$ cat src/cbaw_ram.sv
// generic single write, single read memory with registered read data
`timescale 1ns / 1ps
module cbaw_ram #(
    parameter int WIDTH = 64,
    parameter int DEPTH = 64
) (
    input  logic                     clk,
    input  logic                     we,
    input  logic [$clog2(DEPTH)-1:0] waddr,
    input  logic [WIDTH-1:0]         wdata,
    input  logic [$clog2(DEPTH)-1:0] raddr,
    output logic [WIDTH-1:0]         rdata
);
    logic [WIDTH-1:0] mem [DEPTH];

    // write port and registered read
    always_ff @(posedge clk)
    begin
        if (we)
        begin
            mem[waddr] <= wdata;
        end
        rdata <= mem[raddr];
    end
endmodule

$ cat config.mk
export PLATFORM = sky130hd
export DESIGN_NAME = cbaw_ram
export DESIGN_NICKNAME = d
export VERILOG_FILES = /design/src/cbaw_ram.sv
export SDC_FILE = /design/constraint.sdc
export NUM_CORES = 2
export LEC_CHECK = 0
export ABC_AREA = 1
export BUFFER_PORTS_ARGS = -buffer_cell sky130_fd_sc_hd__buf_2
export CAP_MARGIN = 0
export CORE_UTILIZATION = 45
export DETAILED_ROUTE_END_ITERATION = 10
export GPL_TIMING_DRIVEN = 1
export PLACE_DENSITY_LB_ADDON = 0.12
export REMOVE_ABC_BUFFERS = 1
export SETUP_SLACK_MARGIN = 0.05
export SKIP_CTS_REPAIR_TIMING = 1
export SKIP_LAST_GASP = 1
export SLEW_MARGIN = 15
export SYNTH_ARGS = -nofsm -noshare
export SYNTH_HDL_FRONTEND = slang
export SYNTH_SLANG_ARGS = --single-unit
$ cat constraint.sdc
create_clock -name clk -period 8.9 [get_ports clk]
set_input_delay 0.89 -clock clk [delete_from_list [all_inputs] [get_ports clk]]
set_output_delay 0.89 -clock clk [all_outputs]
set_load 0.01 [all_outputs]
==> results.toml <==
[cts]
clk_pin_slew_worst_paths_ps = 60
root_buffer = "clkbuf_16"
clkLatencyLatePin_ps = 1000
htree_levels = 5
numCtsBuffers = 438
clock_sinks = 4160
cts_tree = "built"
cts_buffer_depth = 4

[floorplan]
dieHeight_um = 608
ios = 142
die_area_um2 = 370000
fp.dieW_um = 608
fp.coreArea_um2 = 366000
start_util_pct = 45.2
placementRows = 222

[timing]
clock_skew_ps = 35.2
worst_pin_slew_ps = 1450
setup_viol = 0
fmax_mhz = 286
slew_headroom_pct = 3.08
hold_viol = 0
finalCritPeriodShare_pct = 39.2
rsz0062_at_grt = "false"
maxSlewViolCount = 0
post-route-min-period_ps = 3490

[worst_setup_path]
start_kind = "input pin"
crit_arrival_ps = 4090
critPathMaxFanout = 35
critPathKind = "input pin to register"
crit_required_ps = 9500
endpoint_kind = "register"

[grt]
grt_pass1_wl_mm = 770
grt_pass1_vias = 104000
grt_max_degree = 213
antenna_found_initial = 22
track_usage_pct = 28.9
grt-ovfl-total = 0

[route]
drc_errors = 0
wl_mm = 543
drt_iter0_drc = 13000
met3_length_mm = 43.6
top_layer_used = "met5"
dr_wl_met2_mm = 258
postRouteAntennaNets = 0
dr.pass1.iters = 5
viasPerCell = 5.90
wirelength_met1_mm = 219
dr_total_vias = 109000
detail_route.wl_per_cell_um = 29.4

[cells_and_area]
nets = 13400
fill_cells = 31500
multi_input_area_um2 = 36600
drive_gt1_share_pct = 7.64
fin_cells = 18500
final_cell_area_um2 = 184000
area_growth_pct = 11.5
ff_latch_area_um2 = 124000
finalCoreUtilization_pct = 50.4

[power]
p_seq_share_pct = 51.6
power.total_mw = 42.2
p_switching_mw = 9.55
p_sw_share_pct = 22.6
p_clk_share_pct = 42.8
vdd_drop_max_uv = 178
combPwrFrac_pct = 5.6
p_per_area_nw_per_um2 = 229
p_leak_nw = 64.3
p_int_mw = 32.6

[worst_hold_path]
hold_class = "input pin to register"

[logic_synthesis]
synth_cells = 13400
synth-seq-area-share_pct = 75.2
synth.distinct_cells = 16
synth-seq-cells = 4160
syn_avg_cell_area_um2 = 12.3
syn_area_um2 = 165000
ys_warn_count = 0

[place]
hpwl_mm = 247
dp_cells = 17700
place_congestion = 0.786
placed_cell_area_um2 = 170000
io_buffers = 141

[status]
status = "complete, no violations"

[run]
max_cap_violations = 0
## cell families (layout without fill, tap and decap cells)
family | after synthesis | after routing | synth area share, %
flops | 4160 | 4160 | 75.2
other cells | 0 | 10 | 0
simple gates | 8336 | 8336 | 21.9
buf+inv | 909 | 1188 | 2.95
## per-stage QoR
stage	setup slack (ps)	setup TNS [ps]	hold WS, ps
after floorplan	-2150	-137330	720
after global placement	4510	0	771
after detailed placement	4390	0	782
after CTS	5450	0	304
after global routing	5310	0	306
final	5410	0	347
## worst max-delay path, cell delays in order
cell     delay (ps)
buf_2           190
inv_1           270
nand4_1         690
nor2_4          250
buf_4           660
buf_4           950
## final timing paths
check        slack, ps   startpoint     endpoint  cells after the start
max reg2reg       7330  mem[41][32]    rdata[32]                      8
min reg2reg        790  mem[36][31]    rdata[31]                      8
max               5410     waddr[0]  mem[18][44]                      6
min                350    wdata[30]  mem[48][30]                      1
## metal layers
| layer | global-route usage (%) | vias to the layer above |
|---|---|---|
| li1 | - | 47700 |
| met1 | 39.1 | 55300 |
| met2 | 47.4 | 5143 |
| met3 | 4.28 | 1021 |
| met4 | 10.7 | 12 |
| met5 | 0 | - |
## area by class of cell
class	count	area share (%)
flip-flops and latches	4160	67.4
repair buffers	359	1.70
clock buffers	578	6.47
well taps	4816	3.27
inverters	12	0.0570
diodes	10	0.0136
multi-input cells	8336	19.9
clock inverters	239	1.17
## power groups by stage
| stage | Sequential [mW] | Combinational, mW | Clock (mW) |
|---|---|---|---|
| after floorplan | 22.2 | 1.28 | 0 |
| after global placement | 22.2 | 2.32 | 0 |
| after detailed placement | 22.2 | 2.34 | 0 |
| after CTS | 21.8 | 2.35 | 18.3 |
| after global routing | 21.8 | 2.55 | 19.0 |
| final | 21.8 | 2.36 | 18.1 |
## Yosys cell counts
cell type / n / share of area (%)
buf_1: 72 / 0.16
buf_2: 501 / 1.5
buf_4: 134 / 0.61
buf_6: 40 / 0.27
buf_8: 3 / 0.027
clkbuf_1: 147 / 0.33
dfxtp_1: 64 / 0.78
edfxtp_1: 4096 / 74
inv_1: 8 / 0.018
inv_2: 2 / 0.0045
inv_4: 2 / 0.0076
nand2_1: 4416 / 10
nand3_1: 3847 / 12
nand4_1: 9 / 0.034
nor2_1: 56 / 0.13
nor4_1: 8 / 0.030
## sequential cells by signal (all words and copies together) (netlist names)
register	count
rdata	64
mem	4096
## cells in the final DEF, fill, tap and decap left out
master         n
buf_12        56
buf_2        122
buf_4        176
buf_6          1
buf_8          4
bufinv_16     34
clkbuf_1     106
clkbuf_16    446
clkbuf_8      26
clkinv_1      95
clkinv_16      3
clkinv_2      74
clkinv_4       5
clkinv_8       4
clkinvlp_4    12
dfxtp_1       64
diode_2       10
edfxtp_1    4096
inv_1          6
inv_16         4
inv_6         11
inv_8          3
nand2_1     4416
nand3_1     3847
nand4_1        9
nor2_4        56
nor4_2         8
Note: power is estimated with default switching activity, not from simulation.
