## src/cbaw_pkg.sv

```systemverilog
// package: shared types and constants for the clamped block average window
`timescale 1ns / 1ps
package cbaw_pkg;
    localparam int STORE_DEPTH = 64;
    localparam int IDX_W       = 6;
    localparam int CNT_W       = 7;
    localparam int ENTRY_W     = 64;
    localparam int PT_W        = 65;

    localparam logic [1:0] REG_LOWER  = 2'd0;
    localparam logic [1:0] REG_UPPER  = 2'd1;
    localparam logic [1:0] REG_GROUP  = 2'd2;
    localparam logic [1:0] REG_WINDOW = 2'd3;

    localparam logic OP_ADD   = 1'b0;
    localparam logic OP_QUERY = 1'b1;

    // command passed from front to back
    typedef struct packed {
        logic [31:0]       now_ms;
        logic [CNT_W-1:0]  count;
        logic [IDX_W-1:0]  newest;
    } cmd_t;

    typedef enum logic [2:0] {
        ST_IDLE,
        ST_READ,
        ST_WALK,
        ST_DIV,
        ST_LOAD,
        ST_EMIT,
        ST_EMPTY
    } walk_state_t;
endpackage

```

## src/cbaw_front.sv

```systemverilog
// front part: clamps and stores samples, hands queries to the back part
`timescale 1ns / 1ps
module cbaw_front (
    input  logic                        clk,
    input  logic                        rst_n,
    input  logic                        start,
    input  logic                        busy_back,
    input  logic                        operation,
    input  logic signed [15:0]          sample_x,
    input  logic signed [15:0]          sample_y,
    input  logic [31:0]                 sample_time_ms,
    input  logic [31:0]                 now_ms,
    input  logic signed [15:0]          lower_threshold,
    input  logic signed [15:0]          upper_threshold,
    output logic                        busy,
    output logic                        we,
    output logic [cbaw_pkg::IDX_W-1:0]  waddr,
    output logic [cbaw_pkg::ENTRY_W-1:0] wdata,
    output logic                        cmd_valid,
    output cbaw_pkg::cmd_t              cmd
);
    logic [cbaw_pkg::IDX_W-1:0] widx_reg;
    logic [cbaw_pkg::CNT_W-1:0] count_reg;
    logic                       qv_reg;
    cbaw_pkg::cmd_t             q_reg;
    logic                       accept;
    logic signed [15:0]         cx, cy;

    function automatic logic signed [15:0] clamp(
        input logic signed [15:0] v,
        input logic signed [15:0] lo,
        input logic signed [15:0] hi
    );
        logic signed [15:0] r;
        r = v;
        if (r > hi) r = hi;
        if (r < lo) r = lo;
        return r;
    endfunction

    assign busy   = qv_reg | busy_back;
    assign accept = start & ~busy;
    assign cx     = clamp(sample_x, lower_threshold, upper_threshold);
    assign cy     = clamp(sample_y, lower_threshold, upper_threshold);
    assign we     = accept & (operation == cbaw_pkg::OP_ADD);
    assign waddr  = widx_reg;
    assign wdata  = {cx, cy, sample_time_ms};

    // ring pointer and fill count
    always_ff @(posedge clk or negedge rst_n)
    begin
        if (!rst_n)
        begin
            widx_reg  <= '0;
            count_reg <= '0;
        end
        else if (we)
        begin
            widx_reg <= widx_reg + 1'b1;
            if (count_reg != cbaw_pkg::CNT_W'(cbaw_pkg::STORE_DEPTH))
            begin
                count_reg <= count_reg + 1'b1;
            end
        end
    end

    // one deep command queue toward the back part
    always_ff @(posedge clk or negedge rst_n)
    begin
        if (!rst_n)
        begin
            qv_reg <= 1'b0;
        end
        else if (accept && operation == cbaw_pkg::OP_QUERY)
        begin
            qv_reg <= 1'b1;
        end
        else if (qv_reg && !busy_back)
        begin
            qv_reg <= 1'b0;
        end
    end

    always_ff @(posedge clk)
    begin
        if (accept && operation == cbaw_pkg::OP_QUERY)
        begin
            q_reg.now_ms   <= now_ms;
            q_reg.count    <= count_reg;
            q_reg.newest   <= widx_reg - 1'b1;
        end
    end

    assign cmd_valid = qv_reg & ~busy_back;
    assign cmd       = q_reg;
endmodule

```

## config.mk

```make
export PLATFORM = sky130hd
export DESIGN_NAME = cbaw_front
export DESIGN_NICKNAME = d
export VERILOG_FILES = /design/src/cbaw_pkg.sv /design/src/cbaw_front.sv
export SDC_FILE = /design/constraint.sdc
export NUM_CORES = 1
export LEC_CHECK = 0
export BUFFER_PORTS_ARGS = -buffer_cell sky130_fd_sc_hd__buf_2
export CAP_MARGIN = 10
export CORE_MARGIN = 2
export CORE_UTILIZATION = 30
export CTS_BUF_LIST = sky130_fd_sc_hd__clkbuf_16
export DETAILED_ROUTE_END_ITERATION = 10
export SETUP_SLACK_MARGIN = 0.2
export SLEW_MARGIN = 10
export SYNTH_ARGS = -nofsm -noshare
export SYNTH_HDL_FRONTEND = slang
export SYNTH_SLANG_ARGS = --single-unit
```

## constraint.sdc

```tcl
create_clock -name clk -period 9.9 [get_ports clk]
set_clock_uncertainty 0.15 [all_clocks]
set_input_delay 2.475 -clock clk [delete_from_list [all_inputs] [get_ports clk]]
set_output_delay 2.475 -clock clk [all_outputs]
set_load 0.02 [all_outputs]
```

==> flow_metrics.env <==
export IMPL_core_area_um2=15700
export IMPL_cap_violations=0
export IMPL_powerDensity_nw_per_um2=164
export IMPL_io_buffers=186
export IMPL_rsz0062_at_grt="true"
export IMPL_numCtsBuffers=9
export IMPL_drive_gt1_share_pct=49.2
export IMPL_synthArstFlopShare_pct=23.7
export IMPL_holdPathStages=1
export IMPL_grt_pass1_vias=4178
export IMPL_rows=46
export IMPL_synthesis_area_um2=4760
export IMPL_crit_fanout=8
export IMPL_clk_pin_slew_ns=0.05
export IMPL_place_ws_ns=-0.128
export IMPL_grt_max_degree=47
export IMPL_die_w_um=130
export IMPL_critical_path_class="primary input to output port"
export IMPL_avgSynthCellArea_um2=10.4
export IMPL_area_growth_pct=38.6
export IMPL_period_needed_ns=9.86
export IMPL_ys_seq_area_share_pct=35.7
export IMPL_worstMarginPinSlew_ns=0.964
export IMPL_ios=251
export IMPL_fin_crit_sh_pct=99.6
export IMPL_drt_iter0_markers=163
export IMPL_slew_headroom_pct=35.7
export IMPL_r2r_end="cmd[7]$_DFFE_PP_"
export IMPL_yosys_warnings=0
export IMPL_die_y_um=130
export IMPL_post_synth_top_area_fraction_pct=28.4
export IMPL_start_util_pct=30.3
export IMPL_synth_edf_count=45
export IMPL_grt_ovfl_total=0
export IMPL_largest_reg_flops=45
export IMPL_vias_per_cell=4.81
export IMPL_wl_um=13900
export IMPL_die_area_um2=16900
export IMPL_end_kind="output port"
export IMPL_layout_nets=840
export IMPL_worstPathArrival_ns=7.24
export IMPL_setup_ws_ns=0.0392
export IMPL_synth_common_cells="ha_1 (66), edfxtp_1 (45), inv_1 (42)"
export IMPL_r2r_cells=2
export IMPL_reg2reg_slack_ns=7.92
export IMPL_rr_startpoint="qv_reg$_DFFE_PN0P_"
export IMPL_grt_pass1_wl_um=21300
export IMPL_hpwlAfterDp_um=11400
export IMPL_drc_errors=0
export IMPL_dr_pass1_iters=4
export IMPL_syn_nets=655
export IMPL_netlist_top_cell_by_area="edfxtp_1"
export IMPL_antenna_found_initial=3
export IMPL_syn_inst=456
export IMPL_synth_ff_type="edfxtp_1"
export IMPL_vdd_ir_drop_worst_mv=0.0878
export IMPL_routabilityCongestion=0.897
export IMPL_hold_viol_final=0
export IMPL_synth_most_common_cell="ha_1"
export IMPL_synthDistinctLibCells=51
export IMPL_synthTopCellsByArea="edfxtp_1 (28%), ha_1 (17%), mux2_2 (7.8%)"
export IMPL_worst_skew_pair_late_latency_ns=0.32
export IMPL_grt_usage_pct=16.2
export IMPL_fmaxAchievable_mhz=101
export IMPL_cp_start_kind="primary input"
export IMPL_hold_class="flip-flop to flip-flop"
export IMPL_cts_sinks=59
export IMPL_h_tree_depth=3
export IMPL_vias=4151
export IMPL_hp_start="qv_reg$_DFFE_PN0P_"
export IMPL_cts_root_buf="clkbuf_16"
export IMPL_leakage_nw=3.08
export IMPL_utilization_pct=42.0
export IMPL_wl_per_cell_um=16.1
export IMPL_setup_viol=0
export IMPL_cts_max_path_buffers=2
export IMPL_status="completed"
export IMPL_min_to="qv_reg$_DFFE_PN0P_"
export IMPL_required_ns=7.28
export IMPL_cts_tree="yes"
export IMPL_finalMaxSlewViolations=0
export IMPL_ys_ff_latch=59
export IMPL_route_antenna_remaining_nets=0
[per-layer routing]
metal	track usage, %	part of all wire, %	up-vias
met5	0	0.093	-
met4	6.58	2.6	2
met3	3.65	8.6	35
met2	30.6	50	210
met1	17.4	38	1904
li1	-	-	2000
[critical path, cell delays in order]
cell	delay [ns]
buf_6	0.10
inv_4	0.05
ha_4	0.20
a21oi_4	0.17
nor3_2	0.05
or4_4	0.54
a211oi_4	0.25
mux2i_4	0.40
buf_12	0.19
mux2_4	0.33
ha_4	0.27
nand4_1	0.17
o31ai_2	0.31
or4b_4	0.51
o31ai_4	0.33
mux2_4	0.43
mux2_4	0.33
buf_6	0.13
[worst max path at each step]
stage | from | cells after the start | slack (ns) | endpoint
2_1_floorplan | upper_threshold[15] | 20 | 0.22 | wdata[37]
3_3_place_gp | upper_threshold[9] | 20 | -0.002 | wdata[40]
3_5_place_dp | upper_threshold[9] | 18 | -0.13 | wdata[38]
4_1_cts | upper_threshold[9] | 18 | -0.04 | wdata[38]
5_1_grt | upper_threshold[9] | 18 | -0.06 | wdata[45]
6_report | upper_threshold[9] | 18 | 0.04 | wdata[39]
[cell families (layout without fill, tap and decap cells)]
kind of cell	count (synthesis)	in the layout	synth area share, %
muxes	51	52	12.9
other	0	1	0
DFF	59	59	35.7
and+or+nand+nor	105	105	11.6
AOI/OAI and AO/OA	77	77	10.2
xor gates and xnor gates	15	15	2.76
buffers and inverters	83	272	9.43
adders and majority gates	66	66	17.3
[metrics by stage]
stage / power (mW) / instance area (µm²) / hold WS (ns) / setup TNS (ns) / cells
global route: 1.15 / 6600 / 0.379 / -0.857 / 863
detailed placement: 0.763 / 5840 / 0.340 / -1.95 / 835
CTS: 1.08 / 6500 / 0.351 / -0.558 / 860
floorplan: 0.640 / 4780 / 0.312 / 0 / 456
global placement: 0.754 / 5840 / 0.334 / -0.0107 / 835
finish: 1.08 / 6600 / 0.350 / 0 / 863
[layout by cell type, fill, tap and decap left out, drive strengths merged, types with 4 or more instances in the layout]
master / instances
nor2: 14
clkinv: 4
mux2: 50
xnor2: 12
ha: 66
nor3: 6
nor4: 4
nand2b: 4
a21oi: 20
nor2b: 5
nand3: 8
nand4: 15
o21ai: 30
a211oi: 7
buf: 214
clkbuf: 9
nand2: 38
edfxtp: 45
dfrtp: 14
inv: 43
a21o: 6
[area by class of cell]
class / instances / area (µm²)
inverter: 42 / 170
clock buffer: 9 / 225
multi-input combinational: 315 / 2920
timing repair buffer: 214 / 1270
antenna: 1 / 2.50
clock inverter: 7 / 46.3
sequential: 59 / 1700
tap: 216 / 270
fill: 1511 / 9110
[what timing repair did]
item / in CTS / in global routing
endpoints found under the hold margin: 0 / 0
resized for setup: 65 / 23
buffers inserted: 8 / 2
setup endpoints to repair: 16 / 28
hold buffers: 0 / 0
gates cloned: 1 / 0
pin swaps: 12 / 16
[power breakdown]
part	internal [mW]	switching, mW	total, mW
combinational	0.226	0.254	0.480
clock	0.167	0.101	0.268
sequential	0.303	0.0299	0.333
total	0.697	0.384	1.08
Power figures use the tool's default switching activity.
